## src/hdl/psot_pkg.sv

```systemverilog
// ----------------------------------------------------------------------------
// psot_pkg
// Shared constants, codes and types of the 3D point-on-segment test:
// widths, pipeline stage numbers, register indexes and verdict codes.
// ----------------------------------------------------------------------------
package psot_pkg;

	localparam int COORD_WIDTH_DEF = 32;
	localparam int TOL_WIDTH = 31;
	localparam int LIMB_W = 32;

	// Latency of one limb multiplier: magnitude, partial products, rows, total.
	localparam int MUL_LAT = 4;

	// Stage numbers of the top-level pipeline
	localparam int STG_DIFF = 1;
	localparam int STG_MUL1 = STG_DIFF + 1;
	localparam int STG_SUM = STG_MUL1 + MUL_LAT;
	localparam int STG_MUL2 = STG_SUM + 1;
	localparam int STG_SQSUM = STG_MUL2 + MUL_LAT;
	localparam int STG_OUT = STG_SQSUM + 1;
	localparam int STAGES = STG_OUT;

	// Configuration register indexes
	localparam int CFG_IDX_W = 3;
	localparam logic [CFG_IDX_W-1:0] REG_START_X = 3'd0;
	localparam logic [CFG_IDX_W-1:0] REG_START_Y = 3'd1;
	localparam logic [CFG_IDX_W-1:0] REG_START_Z = 3'd2;
	localparam logic [CFG_IDX_W-1:0] REG_END_X = 3'd3;
	localparam logic [CFG_IDX_W-1:0] REG_END_Y = 3'd4;
	localparam logic [CFG_IDX_W-1:0] REG_END_Z = 3'd5;
	localparam logic [CFG_IDX_W-1:0] REG_TOL = 3'd6;

	// 1.0 in Q16.16
	localparam logic [63:0] END_X_RESET = 64'd65536;

	typedef enum logic [1:0] {
		VERDICT_ON = 2'd0,
		VERDICT_FAR = 2'd1,
		VERDICT_BEFORE = 2'd2,
		VERDICT_BEYOND = 2'd3
	} verdict_t;

	typedef struct packed {
		logic before_start;
		logic past_end;
		logic zero_len;
		logic far_point;
	} flags_t;

endpackage

```

## src/hdl/psot_ctl.sv

```systemverilog
// ----------------------------------------------------------------------------
// psot_ctl
// Pipeline control: valid bit per stage and per-stage advance enables.
// A stage loads when it is empty or when the stage after it loads.
// ----------------------------------------------------------------------------
module psot_ctl #(
	parameter int STAGES = psot_pkg::STAGES
) (
	input  logic clk,
	input  logic arst_n,
	input  logic in_valid,
	output logic in_stall,
	output logic out_valid,
	input  logic out_stall,
	output logic [STAGES:1] en
);
	import psot_pkg::*;

	logic [STAGES:1] vld_q;
	logic [STAGES:1] vld_in;

	assign en[STAGES] = !vld_q[STAGES] || !out_stall;

	for (genvar k = 1; k < STAGES; k++) begin : g_en
		assign en[k] = !vld_q[k] || en[k+1];
	end

	assign vld_in = {vld_q[STAGES-1:1], in_valid};

	always_ff @(posedge clk or negedge arst_n) begin
		if (!arst_n) begin
			vld_q <= '0;
		end else begin
			vld_q <= (en & vld_in) | (~en & vld_q);
		end
	end

	assign in_stall = !en[1];
	assign out_valid = vld_q[STAGES];

	// Input backs up only when every stage holds an item
	a_stall_full: assert property (@(posedge clk) disable iff (!arst_n)
		in_stall |-> (&vld_q && out_stall))
		else $error("input stalled with a bubble in the pipeline");

	a_enter: assert property (@(posedge clk) disable iff (!arst_n)
		(in_valid && !in_stall) |=> vld_q[1])
		else $error("accepted transfer did not reach the first stage");

	a_count: assert property (@(posedge clk) disable iff (!arst_n)
		$past(arst_n) |-> ($countones(vld_q) == $past($countones(vld_q))
		+ int'($past(in_valid && !in_stall)) - int'($past(out_valid && !out_stall))))
		else $error("item lost or duplicated in the pipeline");

endmodule

```

## config.mk

```make
export PLATFORM = sky130hd
export DESIGN_NAME = psot_ctl
export DESIGN_NICKNAME = d
export VERILOG_FILES = /design/src/hdl/psot_pkg.sv /design/src/hdl/psot_ctl.sv
export SDC_FILE = /design/constraint.sdc
export NUM_CORES = 1
export LEC_CHECK = 0
export ABC_AREA = 1
export BUFFER_PORTS_ARGS = -buffer_cell sky130_fd_sc_hd__buf_4
export CORE_AREA = 2 2 39 41
export DETAILED_ROUTE_END_ITERATION = 8
export DIE_AREA = 0 0 41 43
export PLACE_DENSITY = 0.65
export SYNTH_ARGS = -nofsm -noshare
export SYNTH_HDL_FRONTEND = slang
export SYNTH_SLANG_ARGS = --single-unit
```

## constraint.sdc

```tcl
create_clock -name clk -period 1.45 [get_ports clk]
set_input_delay 0.29 -clock clk [delete_from_list [all_inputs] [get_ports clk]]
set_output_delay 0.29 -clock clk [all_outputs]
set_load 0.01 [all_outputs]
```

==> impl_metrics.json <==
{
  "outcome": "finished with violations",
  "violations": "setup timing",
  "io_pins": 18,
  "slew_violations": 0,
  "nets": 87,
  "grt_setup_unrepaired": "yes",
  "internal-power_mw": 0.752,
  "wire_per_inst_um": 9.77,
  "fin_cells": 98,
  "sw_frac_of_total_pct": 31.1,
  "cts_tree": "yes",
  "pwr-share-clk_pct": 24.4,
  "netlist_instances": 50,
  "place_inst": 90,
  "vias_per_cell": 4.28,
  "track_usage_pct": 12.9,
  "clock-skew-final_ns": 0.00332,
  "finalSetupViolCount": 12,
  "finalWirelength_um": 957,
  "finalHoldViolCount": 0,
  "p_leak_nw": 0.419,
  "dieHeight_um": 43,
  "dp_hpwl_um": 689,
  "synth_cell_types": 9,
  "clock_latency_ns": 0.27,
  "avgSynthCellArea_sq_um": 10.4,
  "grt_overflow": 0,
  "r2r_slack_ns": 0.17,
  "power_mw": 1.09,
  "first_iter_violations": 3,
  "layout_setup_ws_ns": -0.375,
  "whs_ns": 0.197,
  "cts_htree_levels": 1,
  "drive_above_1_share_pct": 57.3,
  "grt_pass1_vias": 402,
  "cts.sinks": 12,
  "gp_congestion": 0.683,
  "clk_pin_slew_ns": 0.07,
  "worstSetupEndpointType": "output port",
  "ys_seq_area_share_pct": 57.8,
  "drc_errors": 0,
  "yosysWarnings": 0,
  "comb_power_share_pct": 35.1,
  "io_buffers": 17,
  "insertedDiodeCount": 0,
  "peakVddDrop_uv": 620,
  "vias": 419,
  "grt_pass1_wl_um": 1490,
  "fp-row-count": 14,
  "hold_class": "in2reg",
  "seqPwrFrac_pct": 40.6,
  "antenna_left": 0,
  "cap_violations": 0,
  "tritoncts.num_buffers": 3,
  "root_buffer": "clkbuf_4",
  "synth_seq_cells": 12,
  "synthToLayoutAreaGrowth_pct": 59.0,
  "clock_path_buffers": 2,
  "post-route-min-period_ns": 1.82,
  "period_share_pct": 126,
  "netlist_area_sq_um": 519,
  "pwr_density_cell_nw_per_um2": 1320,
  "timing.fmax_ghz": 0.548,
  "worst_pin_slew_ns": 0.161,
  "worstPathRequired_ns": 1.16,
  "use_met1_pct": 14.2,
  "grt_max_degree": 13,
  "die_w_um": 41,
  "die-area_sq_um": 1760,
  "hold_start": "in_valid",
  "dr.pass1.iters": 4,
  "syn_nets": 54,
  "grtUsageMet3_pct": 4.19,
  "start_util_pct": 37.5,
  "switchingPower_mw": 0.340,
  "finish.utilization_pct": 59.7,
  "cp-start-kind": "flop",
  "critical_path_class": "reg2out",
  "grtUsageMet2_pct": 19.4,
  "coreArea_sq_um": 1380,
  "top_usage_layer": "met2",
  "antenna_found_initial": 0,
  "slew_headroom_pct": 89.3,
  "crit_fanout": 4,
  "arrival_ns": 1.53
}
[path summary, 6_finish.rpt]
kind                                              end  cells past startpoint
setup / recovery                                en[1]                      8
hold / removal                                   flop                      3
min in group asynchronous  asynchronous set/reset pin                      2
hold reg to reg                                  flop                      2
setup reg to reg                                 flop                      8
max in group asynchronous  asynchronous set/reset pin                      2
[area by class of cell]
type                            instances  area (sq um)
Inverter                               14          55.1
Fill cell                             125           558
Tap cell                               16          20.0
Clock buffer                            4          36.3
Multi-Input combinational cell         24           186
Timing Repair Buffer                   28           228
Sequential cell                        12           300
[power by group through the flow]
stage | clock, mW | sequential (mW) | combinational (mW)
floorplan | 0 | 0.443 | 0.167
global placement | 0 | 0.448 | 0.332
detailed placement | 0 | 0.452 | 0.335
CTS | 0.277 | 0.445 | 0.371
global route | 0.290 | 0.450 | 0.420
finish | 0.266 | 0.443 | 0.383
[cell families after synthesis]
family                 share of synthesized area (%)
and+or+nand+nor                                 32.0
buffers and inverters                           10.1
DFF                                             57.8
[critical path, cell delays in order (launching register included)]
cell and delay [ns]:
dfrtp_1 0.36, nand2_2 0.07, nor2_4 0.11, nand4_4 0.10, nor2_4 0.13, nand4_4 0.10
nor2_4 0.15, nand3_4 0.09, buf_4 0.15
[cells in the mapped netlist]
cell type	n	area share, %
or2_2	4	4.8
nand2_2	1	1.2
nor2_1	2	1.4
nand4_4	2	8.2
nor2_4	3	6.5
nand2_1	11	8.0
dfrtp_1	12	58
nand3_2	1	1.9
inv_1	14	10
[layout by cell type, fill, tap and decap left out]
cell type	Yosys	final
or2_2	4	4
dlygate4sd3_1	0	1
inv_2	0	1
buf_6	0	4
dfrtp_1	12	12
nand2_2	1	2
nor2_4	3	4
inv_1	14	12
clkbuf_8	0	1
clkbuf_4	0	3
inv_4	0	1
nand3_4	0	1
nor2_2	0	1
nand4_4	2	2
buf_4	0	23
nand2_1	11	10
[routing by layer]
metal / vias up / wire (um) / share of wire [%]
met5: - / 0 / 0
met4: 0 / 18 / 1.9
met3: 2 / 73 / 7.6
met2: 14 / 474 / 50
met1: 196 / 390 / 41
li1: 207 / - / -
[metrics by stage]
stage          instance area [sq um]  setup slack [ns]  setup TNS [ns]
6_report                         826            -0.375           -2.98
5_1_grt                          826            -0.489           -4.07
4_1_cts                          810            -0.415           -3.46
3_5_place_dp                     727            -0.148          -0.589
3_3_place_gp                     727            -0.134          -0.547
2_1_floorplan                    527            -0.205          -0.662
[repair_timing]
item | 4_1_cts | 5_1_grt
pin swaps | 2 | 1
hold endpoints to repair | 12 | 0
hold buffers | 1 | 0
setup buffers | 3 | 1
cloned | 0 | 0
setup endpoints to repair | 11 | 12
resized for setup | 5 | 5
Note: power is estimated with default switching activity, not from simulation.
