<file path="src/hdl/psot_pkg.sv">
// ----------------------------------------------------------------------------
// psot_pkg
// Shared constants, codes and types of the 3D point-on-segment test:
// widths, pipeline stage numbers, register indexes and verdict codes.
// ----------------------------------------------------------------------------
package psot_pkg;

	localparam int COORD_WIDTH_DEF = 32;
	localparam int TOL_WIDTH = 31;
	localparam int LIMB_W = 32;

	// Latency of one limb multiplier: magnitude, partial products, rows, total.
	localparam int MUL_LAT = 4;

	// Stage numbers of the top-level pipeline
	localparam int STG_DIFF = 1;
	localparam int STG_MUL1 = STG_DIFF + 1;
	localparam int STG_SUM = STG_MUL1 + MUL_LAT;
	localparam int STG_MUL2 = STG_SUM + 1;
	localparam int STG_SQSUM = STG_MUL2 + MUL_LAT;
	localparam int STG_OUT = STG_SQSUM + 1;
	localparam int STAGES = STG_OUT;

	// Configuration register indexes
	localparam int CFG_IDX_W = 3;
	localparam logic [CFG_IDX_W-1:0] REG_START_X = 3'd0;
	localparam logic [CFG_IDX_W-1:0] REG_START_Y = 3'd1;
	localparam logic [CFG_IDX_W-1:0] REG_START_Z = 3'd2;
	localparam logic [CFG_IDX_W-1:0] REG_END_X = 3'd3;
	localparam logic [CFG_IDX_W-1:0] REG_END_Y = 3'd4;
	localparam logic [CFG_IDX_W-1:0] REG_END_Z = 3'd5;
	localparam logic [CFG_IDX_W-1:0] REG_TOL = 3'd6;

	// 1.0 in Q16.16
	localparam logic [63:0] END_X_RESET = 64'd65536;

	typedef enum logic [1:0] {
		VERDICT_ON = 2'd0,
		VERDICT_FAR = 2'd1,
		VERDICT_BEFORE = 2'd2,
		VERDICT_BEYOND = 2'd3
	} verdict_t;

	typedef struct packed {
		logic before_start;
		logic past_end;
		logic zero_len;
		logic far_point;
	} flags_t;

endpackage

</file>
<file path="src/hdl/psot_cfg.sv">
// ----------------------------------------------------------------------------
// psot_cfg
// Configuration registers: segment start, segment end and distance
// tolerance, written through a plain indexed write port.
// ----------------------------------------------------------------------------
module psot_cfg #(
	parameter int COORD_WIDTH = psot_pkg::COORD_WIDTH_DEF
) (
	input  logic clk,
	input  logic arst_n,
	input  logic cfg_wr,
	input  logic [psot_pkg::CFG_IDX_W-1:0] cfg_index,
	input  logic [(COORD_WIDTH > psot_pkg::TOL_WIDTH ? COORD_WIDTH
		: psot_pkg::TOL_WIDTH)-1:0] cfg_data,
	output logic signed [COORD_WIDTH-1:0] seg_start [3],
	output logic signed [COORD_WIDTH-1:0] seg_end [3],
	output logic [psot_pkg::TOL_WIDTH-1:0] tol
);
	import psot_pkg::*;

	logic signed [COORD_WIDTH-1:0] start_q [3];
	logic signed [COORD_WIDTH-1:0] end_q [3];
	logic [TOL_WIDTH-1:0] tol_q;

	always_ff @(posedge clk or negedge arst_n) begin
		if (!arst_n) begin
			start_q[0] <= '0;
			start_q[1] <= '0;
			start_q[2] <= '0;
			end_q[0] <= COORD_WIDTH'(END_X_RESET);
			end_q[1] <= '0;
			end_q[2] <= '0;
			tol_q <= '0;
		end else if (cfg_wr) begin
			case (cfg_index)
				REG_START_X: start_q[0] <= COORD_WIDTH'(cfg_data);
				REG_START_Y: start_q[1] <= COORD_WIDTH'(cfg_data);
				REG_START_Z: start_q[2] <= COORD_WIDTH'(cfg_data);
				REG_END_X: end_q[0] <= COORD_WIDTH'(cfg_data);
				REG_END_Y: end_q[1] <= COORD_WIDTH'(cfg_data);
				REG_END_Z: end_q[2] <= COORD_WIDTH'(cfg_data);
				REG_TOL: tol_q <= TOL_WIDTH'(cfg_data);
				default: ; // drop writes to unused indexes
			endcase
		end
	end

	assign seg_start = start_q;
	assign seg_end = end_q;
	assign tol = tol_q;

endmodule

</file>
<file path="config.mk">
export PLATFORM = sky130hd
export DESIGN_NAME = psot_cfg
export DESIGN_NICKNAME = d
export VERILOG_FILES = /design/src/hdl/psot_pkg.sv /design/src/hdl/psot_cfg.sv
export SDC_FILE = /design/constraint.sdc
export NUM_CORES = 1
export LEC_CHECK = 0
export BUFFER_PORTS_ARGS = -buffer_cell sky130_fd_sc_hd__buf_2
export CAP_MARGIN = 10
export CORE_ASPECT_RATIO = 1.75
export CORE_MARGIN = 2
export CORE_UTILIZATION = 55
export DETAILED_ROUTE_END_ITERATION = 10
export GPL_TIMING_DRIVEN = 0
export HOLD_SLACK_MARGIN = 0.12
export PLACE_DENSITY = 0.89
export SLEW_MARGIN = 40
export SYNTH_ARGS = -nofsm -noshare
export SYNTH_HDL_FRONTEND = slang
export SYNTH_SLANG_ARGS = --single-unit
export TNS_END_PERCENT = 100
</file>
<file path="constraint.sdc">
create_clock -name clk -period 1 [get_ports clk]
set_input_delay 0.15 -clock clk [delete_from_list [all_inputs] [get_ports clk]]
set_output_delay 0.15 -clock clk [all_outputs]
set_load 0.01 [all_outputs]
</file>
==> impl_metrics.yaml <==
synth:
  syn_nets: 516
  syn_inst: 478
  ys_ff_latch: 223
  ys_warn_count: 0
  ys_types: 9
  synth_top_area_share_pct: 66.3
  netlist_area_um2: 8370
  yosysTopAreaCell: "dfrtp_1"
  synth.avg_cell_area_um2: 17.5
  ys_seq_area_share_pct: 66.7
  ys_top_cells_by_area: "dfrtp_1, mux2_2, mux2_1"
clocking:
  clock_sinks: 223
  cts_buffers: 21
  h-tree-depth: 1
  clk_pin_slew_worst_paths_ps: 70
  cts_tree: "built"
  root_buffer: "clkbuf_16"
  cts_buffer_depth: 3
  clk_latency_ps: 480
  cts_hold_buf: 32
floorplanning:
  coreArea_um2: 14900
  ios: 261
  die_h_um: 167
  die-area_um2: 16300
  rows: 59
  fp.dieW_um: 97.3
  initial_core_util_pct: 56.2
route:
  ant_nets: 0
  drt-vias-per-instance: 5.68
  drc: 0
  drt-total-wl_um: 32400
  wl_per_cell_um: 27.9
  vias: 6596
  drtIter0Drc: 323
  dr.pass1.iters: 4
sta:
  skew_ps: 0
  rsz0062_at_grt: "true"
  maxSlewViolCount: 0
  finalHoldViolCount: 88
  max_slew_margin_pct: 75.7
  setup_viol: 279
  final.period_utilization_pct: 128
  fin_ws_ps: -276
  worstMarginPinSlew_ps: 364
  period_minus_slack_ps: 1280
  fmax_ghz: 0.784
  worst_hold_slack_ps: -485
  tns_ps: -43600
critical_path:
  rr_worst_depth: 3
  critPathArrivalTime_ps: 1130
  path_cells: "buf_6"
  r2r-end: "tol[21]"
  worstPathRequired_ps: 850
  critPathMaxFanout: 2
  cp-start-kind: "register"
  critPathTopFamily: "flip-flops"
  endpoint_kind: "output port"
  critPathMaxStageDelay_ps: 540
  r2r-start: "tol[21]"
  cp_num_buf_inv: 1
  worstSetupPathType: "register to output port"
  cp-startpoint: "seg_end[80]"
  reg2reg_slack_ps: -80
  slowest_stage: "dfstp_2"
power_and_ir_drop:
  finalPower_mw: 31.3
  power_per_cell_area_nw_per_um2: 2290
  irDropWorstVdd_mv: 2.34
  total_leakage_power_nw: 6.91
cells_and_area:
  final_area_um2: 13600
  area_growth_pct: 62.8
  ff_latch_area_um2: 5580
  multi_input_comb_area_um2: 3140
  instances_no_fill: 1162
  drive_above_1_share_pct: 72.6
  fin_nets: 1005
  fillerInstances: 506
  diodes: 0
global_route:
  grt_pass1_wl_um: 40700
  grt_pass1_vias: 6988
  grt_max_degree: 72
  grt_overflow_total: 0
  grtUsageTotal_pct: 32.2
  antenna_found_initial: 0
run:
  cap_violations: 0
placed_design:
  place_hpwl_um: 15400
  gp_congestion: 0.808
  numPortBuffers: 259
  placed_area_um2: 10600
  dp_cells: 923
run_status:
  status: "finished, violations left"
  violations: "hold timing, setup timing"
min_path:
  hp-class: "input port to asynchronous set/reset pin"
-- final cells by class --
| type | instances | area share (%) |
|---|---|---|
| sequential | 223 | 41.0 |
| timing repair buffer | 466 | 27.4 |
| multi-input combinational | 230 | 23.0 |
| clock buffer | 31 | 4.35 |
| buffer | 25 | 2.37 |
| tap | 183 | 1.68 |
| clock inverter | 4 | 0.174 |
-- cells by family after synthesis --
family / count (synthesis) / synth area share, %
multiplexers: 223 / 30.0
flip-flops: 223 / 66.7
buffers and inverters: 25 / 2.39
AND/OR/NAND/NOR: 7 / 0.956
-- how the worst max path moves through the flow --
stage	end	slack (ps)	cells past startpoint
after detailed placement	seg_end[43]	-550	5
after CTS	seg_end[80]	-280	1
after floorplan	seg_start[83]	-320	4
after global placement	seg_end[12]	-3590	1
after global routing	seg_end[80]	-290	1
final	seg_end[80]	-280	1
-- sequential cells by signal (all words and copies together), names as in the netlist --
name / cells
tol: 31
seg_start: 96
seg_end: 96
-- stage by stage --
step                      hold slack [ps]  util, %  setup slack [ps]
after floorplan                      -146        -              -316
after global placement                460     70.5             -3590
after global routing                 -473     91.4              -293
after detailed placement             24.5     71.1              -550
final                                -485     91.4              -276
after CTS                            -487     85.2              -275
-- layer usage --
metal / wire, um / track usage, %
met1: 10900 / 35.5
met3: 2200 / 7.89
met4: 2220 / 14.9
met2: 17200 / 58.2
met5: 0 / 0
-- synth_stat cells --
| library cell | instances |
|---|---|
| dfrtp_1 | 222 |
| mux2_2 | 188 |
| nand4b_1 | 3 |
| nor4b_4 | 1 |
| buf_2 | 13 |
| mux2_1 | 35 |
| buf_6 | 12 |
| dfstp_2 | 1 |
| nor4bb_1 | 3 |
-- power breakdown --
group	switching, mW	internal (mW)
clock	3.58	4.11
sequential	1.62	11.0
combinational	4.30	6.63
total	9.50	21.8
-- cells in the final DEF, fill, tap and decap left out --
cell and instances:
clkinv_2 3, nor4b_4 1, buf_4 152, nor4bb_2 2
mux2_1 3, clkbuf_8 3, mux2_4 143, buf_6 139
buf_2 154, buf_8 8, mux2_2 77, clkbuf_16 21
inv_6 1, nand4b_1 3, dfstp_2 1, buf_12 3
nor4bb_1 1, dfrtp_1 222, dlygate4sd3_1 32, buf_16 3
clkbuf_1 7
-- repair_timing --
action                                 4_1_cts  5_1_grt
buffers inserted                           106       78
setup endpoints to repair                  243      286
pin swaps                                    1        0
resized for setup                           72       83
endpoints found under the hold margin      311       88
No activity file was read; power rests on OpenSTA's default activity.
