### src/hdl/psot_pkg.sv
// ----------------------------------------------------------------------------
// psot_pkg
// Shared constants, codes and types of the 3D point-on-segment test:
// widths, pipeline stage numbers, register indexes and verdict codes.
// ----------------------------------------------------------------------------
package psot_pkg;

	localparam int COORD_WIDTH_DEF = 32;
	localparam int TOL_WIDTH = 31;
	localparam int LIMB_W = 32;

	// Latency of one limb multiplier: magnitude, partial products, rows, total.
	localparam int MUL_LAT = 4;

	// Stage numbers of the top-level pipeline
	localparam int STG_DIFF = 1;
	localparam int STG_MUL1 = STG_DIFF + 1;
	localparam int STG_SUM = STG_MUL1 + MUL_LAT;
	localparam int STG_MUL2 = STG_SUM + 1;
	localparam int STG_SQSUM = STG_MUL2 + MUL_LAT;
	localparam int STG_OUT = STG_SQSUM + 1;
	localparam int STAGES = STG_OUT;

	// Configuration register indexes
	localparam int CFG_IDX_W = 3;
	localparam logic [CFG_IDX_W-1:0] REG_START_X = 3'd0;
	localparam logic [CFG_IDX_W-1:0] REG_START_Y = 3'd1;
	localparam logic [CFG_IDX_W-1:0] REG_START_Z = 3'd2;
	localparam logic [CFG_IDX_W-1:0] REG_END_X = 3'd3;
	localparam logic [CFG_IDX_W-1:0] REG_END_Y = 3'd4;
	localparam logic [CFG_IDX_W-1:0] REG_END_Z = 3'd5;
	localparam logic [CFG_IDX_W-1:0] REG_TOL = 3'd6;

	// 1.0 in Q16.16
	localparam logic [63:0] END_X_RESET = 64'd65536;

	typedef enum logic [1:0] {
		VERDICT_ON = 2'd0,
		VERDICT_FAR = 2'd1,
		VERDICT_BEFORE = 2'd2,
		VERDICT_BEYOND = 2'd3
	} verdict_t;

	typedef struct packed {
		logic before_start;
		logic past_end;
		logic zero_len;
		logic far_point;
	} flags_t;

endpackage

### src/hdl/psot_mul.sv
// ----------------------------------------------------------------------------
// psot_mul
// Pipelined signed multiplier built from LW x LW limb products:
// magnitude, partial products, row sums, then total with sign restored.
// ----------------------------------------------------------------------------
module psot_mul #(
	parameter int AW = psot_pkg::LIMB_W,
	parameter int BW = psot_pkg::LIMB_W,
	parameter int LW = psot_pkg::LIMB_W
) (
	input  logic clk,
	input  logic [psot_pkg::MUL_LAT-1:0] en,
	input  logic signed [AW-1:0] a,
	input  logic signed [BW-1:0] b,
	output logic signed [AW+BW-1:0] p
);
	import psot_pkg::*;

	localparam int NA = (AW + LW - 1) / LW;
	localparam int NB = (BW + LW - 1) / LW;
	localparam int AXW = NA * LW;
	localparam int BXW = NB * LW;
	localparam int RW = (NB + 1) * LW;
	localparam int SW = (NA + NB) * LW;
	localparam int PW = AW + BW;

	logic [AW-1:0] a_u, a_abs;
	logic [BW-1:0] b_u, b_abs;

	logic [AXW-1:0] a_mag_s1;
	logic [BXW-1:0] b_mag_s1;
	logic neg_s1, neg_s2, neg_s3;
	logic [2*LW-1:0] pp_s2 [NA][NB];
	logic [RW-1:0] row_c [NA];
	logic [RW-1:0] row_s3 [NA];
	logic [SW-1:0] total_c;
	logic [PW-1:0] mag_c;
	logic signed [PW-1:0] p_s4;

	assign a_u = $unsigned(a);
	assign b_u = $unsigned(b);
	assign a_abs = a[AW-1] ? (~a_u + 1'b1) : a_u;
	assign b_abs = b[BW-1] ? (~b_u + 1'b1) : b_u;

	always_ff @(posedge clk) begin
		if (en[0]) begin
			a_mag_s1 <= AXW'(a_abs);
			b_mag_s1 <= BXW'(b_abs);
			neg_s1 <= a[AW-1] ^ b[BW-1];
		end
	end

	always_ff @(posedge clk) begin
		if (en[1]) begin
			for (int i = 0; i < NA; i++) begin
				for (int j = 0; j < NB; j++) begin
					pp_s2[i][j] <= a_mag_s1[i*LW +: LW] * b_mag_s1[j*LW +: LW];
				end
			end
			neg_s2 <= neg_s1;
		end
	end

	// Sum each row of limb products
	always_comb begin
		for (int i = 0; i < NA; i++) begin
			row_c[i] = '0;
			for (int j = 0; j < NB; j++) begin
				row_c[i] = row_c[i] + (RW'(pp_s2[i][j]) << (j * LW));
			end
		end
	end

	always_ff @(posedge clk) begin
		if (en[2]) begin
			row_s3 <= row_c;
			neg_s3 <= neg_s2;
		end
	end

	always_comb begin
		total_c = '0;
		for (int i = 0; i < NA; i++) begin
			total_c = total_c + (SW'(row_s3[i]) << (i * LW));
		end
		mag_c = total_c[PW-1:0];
	end

	always_ff @(posedge clk) begin
		if (en[3]) begin
			p_s4 <= neg_s3 ? (~mag_c + 1'b1) : mag_c;
		end
	end

	assign p = p_s4;

endmodule

### config.mk
export PLATFORM = sky130hd
export DESIGN_NAME = psot_mul
export DESIGN_NICKNAME = d
export VERILOG_FILES = /design/src/hdl/psot_pkg.sv /design/src/hdl/psot_mul.sv
export SDC_FILE = /design/constraint.sdc
export NUM_CORES = 2
export LEC_CHECK = 0
export BUFFER_PORTS_ARGS = -buffer_cell sky130_fd_sc_hd__buf_2
export CAP_MARGIN = 20
export CORE_UTILIZATION = 47
export CTS_CLUSTER_DIAMETER = 150
export DETAILED_ROUTE_END_ITERATION = 16
export GPL_TIMING_DRIVEN = 1
export SYNTH_ARGS = -nofsm -noshare
export SYNTH_HDL_FRONTEND = slang
export SYNTH_SLANG_ARGS = --single-unit
export TNS_END_PERCENT = 100
### constraint.sdc
create_clock -name clk -period 10.1 [get_ports clk]
set_clock_uncertainty 0.15 [all_clocks]
set_input_delay 0.505 -clock clk [delete_from_list [all_inputs] [get_ports clk]]
set_output_delay 0.505 -clock clk [all_outputs]
set_load 0.005 [all_outputs]
==> results.md <==
* Row cnt at 111
* Seq/Total Area, Yosys at roughly 18%
* Setup TNS at 0 ns
* Synth unique cells at 58
* DIE WIDTH at between 300 and 400 um
* Pre-CTS WS at between 0.9 and 1 ns
* Max-Cap Viols at 0
* Layout net count at roughly 5600
* Ys flop type: edfxtp_1
* Synth Cell Area at 0.0436 mm^2
* Worst reg2reg path startpoint: b_mag_s1[5]$_DFFE_PP_
* Resize count post-CTS at 0
* FF-to-FF path depth at 23
* Core area at slightly above 0.09 mm^2
* CTS H-tree depth at 1
* FILL cells at 8517
* GRT met1 Usage at between 30% and 40%
* Initial antenna violation count at 4
* Count of input and output buffers at between 100 and 150
* Critical path type: reg2reg
* Max Fanout on Critical Path at 32
* Routed len/inst at between 20 and 25 um
* Routed Antenna Nets at 0
* Met3 usage at just under 8%
* Clk root buf: clkbuf_16
* EDFF count, synth at roughly 260
* Slack of the critical path at slightly above 1 ns
* Synth warn at 0
* GRT overflow at 0
* Post-Synthesis Cells at around 4300
* DRT Pass-1 Iters at 5
* Post-route cell area at around 0.047 mm^2
* Clk slew on worst S/H paths at 0.06 ns
* TritonCTS Buffers at 31
* Seq cells post-synth at 259
* Final wirelength at between 100000 and 150000 um
* Critical path endpoint category: flop
* Final Hold Viols at 0
* Worst path top cell family by delay: adder cells
* Async set-reset flop share out of synthesis at 0%
* Clock buffer depth at 3
* P&R area growth vs syn at 6.87%
* Max-slew headroom at between 20% and 30%
* Post-DR vias/cell at ~5.2
* Boundary Pins at approximately 130
* Placer Congestion at about 0.92
* Layout cells sized above 1 at 6.51%
* Startpoint types: flop
* Syn Nets at between 5000 and 6000
* Req. time, crit path at 10.27 ns
* Latest clock arrival within the worst-skew pair at 0.62 ns
* Die Area at ~0.094 mm^2
* Status: finished, final reports clean
* Hold path depth at 2
* Starting Density at a little under half
* First-pass GRT wire length at approximately 180000 um
* Tmin final at 9.09 ns
* Via Count at a little under 30000
* Hold WS at just under 0.05 ns
* Commonest non-fill, non-tap cell in the layout: fa_1
* Vias in the first global route at 31215
* Multi-input gate area in the final layout at about 0.032 mm^2
* Hold Crit Class: in2reg
* Post-DP HPWL at roughly 93000 um
* Min-Delay Startpoint: a[29]
* Hold EP: a_mag_s1[29]$_DFFE_PP_
* Largest net degree at the start of global routing at 66
* Flip-flop and latch area at 0.00778 mm^2
* Period utilization at between 90% and 100%
* CP max stage delay at 1.13 ns
* Reg2Reg Setup Slack at between 1 and 1.5 ns
* Crit-path cells: and2_1 > fa_1 > fa_1 > fa_1 > inv_1 > fa_1 > inv_1 > fa_1 > fa_1 > fa_1 > inv_1 > fa_1 > inv_1 > ha_1 > nand2_1 > nor4_1 > nand3_1 > a21oi_1 > o2111ai_1 > a2111oi_0 > o21ai_0 > o41ai_1 > xor2_1
* Post-place instance area at between 0.04 and 0.05 mm^2
* FF-to-FF End: pp_s2[0][60]$_DFFE_PP_
* Slew of the pin with the lowest slew margin at around 1.2 ns
* Met2 GRT Util at about two fifths
* Top Usage Layer GRT: met2
* Slowest cell on crit path: edfxtp_1
* # DRC at 0
* Final Setup Violations at 0
* CTS sink cnt at roughly 260
* Commonest cells after routing, fill and taps aside: 896 x fa_1, 870 x inv_1, 632 x and2_1
* Maximum operating frequency at ~0.11 GHz
* 1st-iter DRT viols at around 2100
* Avg Inst Size Synth at slightly above 10 um^2
* Crit path DAT at 9.26 ns
* DIE HEIGHT at about 310 um
* WP buf/inv at 4
* CTS tree: built
* RSZ-0062 raised after global routing: false
* CP dominant cell by count: fa_1
* Slew Limit Fails at 0
* GRT Resource Usage Total at between 20 and 30%
-- worst reg2reg max path, delay by kind of cell (launching register included) --
family | cells | cell delay (ns)
AO/OA/AOI/OAI | 5 | 1.95
XOR/XNOR | 1 | 0.11
adder cells (fa/ha/maj) | 9 | 4.28
buffers and inverters | 4 | 0.20
flip-flops | 1 | 1.13
AND/OR/NAND/NOR | 4 | 0.97
-- stage by stage --
stage,utilization (%),std cells
3_5_place_dp,49.7,5545
6_report,50.8,5604
4_1_cts,50.8,5603
5_1_grt,50.8,5603
3_3_place_gp,49.7,5545
2_1_floorplan,-,4313
-- synthesized netlist by cell type (all sizes together), types with 13 or more instances --
master	instances	area, um^2
o31ai	36	270
or3	23	154
o21bai	13	97.6
edfxtp	259	7780
nand2	493	1850
inv	870	3270
nor2	37	139
nand4	19	119
o41ai	18	191
xnor2	150	1310
a21o	32	240
nor3	16	85.1
or2	14	87.6
clkbuf	230	863
o21ai	79	395
xor2	34	298
or4	18	143
nand3	15	75.1
a21oi	80	400
fa	896	17900
and2	632	3950
ha	266	3330
-- layer usage --
| metal | wire length, um | vias to the layer above | share of wire, % |
|---|---|---|---|
| met4 | 2520 | 0 | 2.2 |
| met3 | 11900 | 139 | 10 |
| li1 | - | 13067 | - |
| met2 | 49900 | 1067 | 43 |
| met5 | 0 | - | 0 |
| met1 | 50700 | 14831 | 44 |
-- how the worst max path moves through the flow --
stage	start	endpoint	slack, ns	cells past startpoint
after floorplan	b_mag_s1[8]$_DFFE_PP_	pp_s2[0][60]$_DFFE_PP_	2.45	23
after global placement	b_mag_s1[5]$_DFFE_PP_	pp_s2[0][60]$_DFFE_PP_	1.11	23
after detailed placement	b_mag_s1[5]$_DFFE_PP_	pp_s2[0][60]$_DFFE_PP_	1.0	23
after CTS	b_mag_s1[5]$_DFFE_PP_	pp_s2[0][60]$_DFFE_PP_	0.99	23
after global routing	b_mag_s1[5]$_DFFE_PP_	pp_s2[0][60]$_DFFE_PP_	0.75	23
final	b_mag_s1[5]$_DFFE_PP_	pp_s2[0][60]$_DFFE_PP_	1.01	23
-- state kept, by name, summed over array words and instances (netlist names) --
register and flops:
a_mag_s1 32, p 64, neg_s3 1, b_mag_s1 32, row_s3 64, pp_s2 64
neg_s2 1, neg_s1 1
-- what timing repair did --
action,CTS,global route
hold buffers,2,0
setup buffers,0,0
endpoints found under the hold margin,2,0
-- area by class of cell --
type	count	share of cell area [%]
timing repair buffer	223	2.89
clock inverter	21	0.381
clock buffer	35	1.70
multi-input combinational	2952	68.0
tap	1243	3.34
inverter	870	7.01
sequential	259	16.7
antenna	1	0.00537
-- cells by family (layout without fill, tap and decap cells) --
kind of cell    after synthesis  count (layout)  share of synthesized area [%]
compound gates              310             310                           4.61
other cells                   0               1                              0
simple gates               1296            1296                           15.6
fa+ha+maj                  1162            1162                           48.8
xor+xnor                    184             184                           3.70
buf+inv                    1102            1149                           9.50
flops                       259             259                           17.8
Power is left out: the tool's default activity adds up to more than one toggle a clock period on the data nets, which glitch-free logic cannot reach.
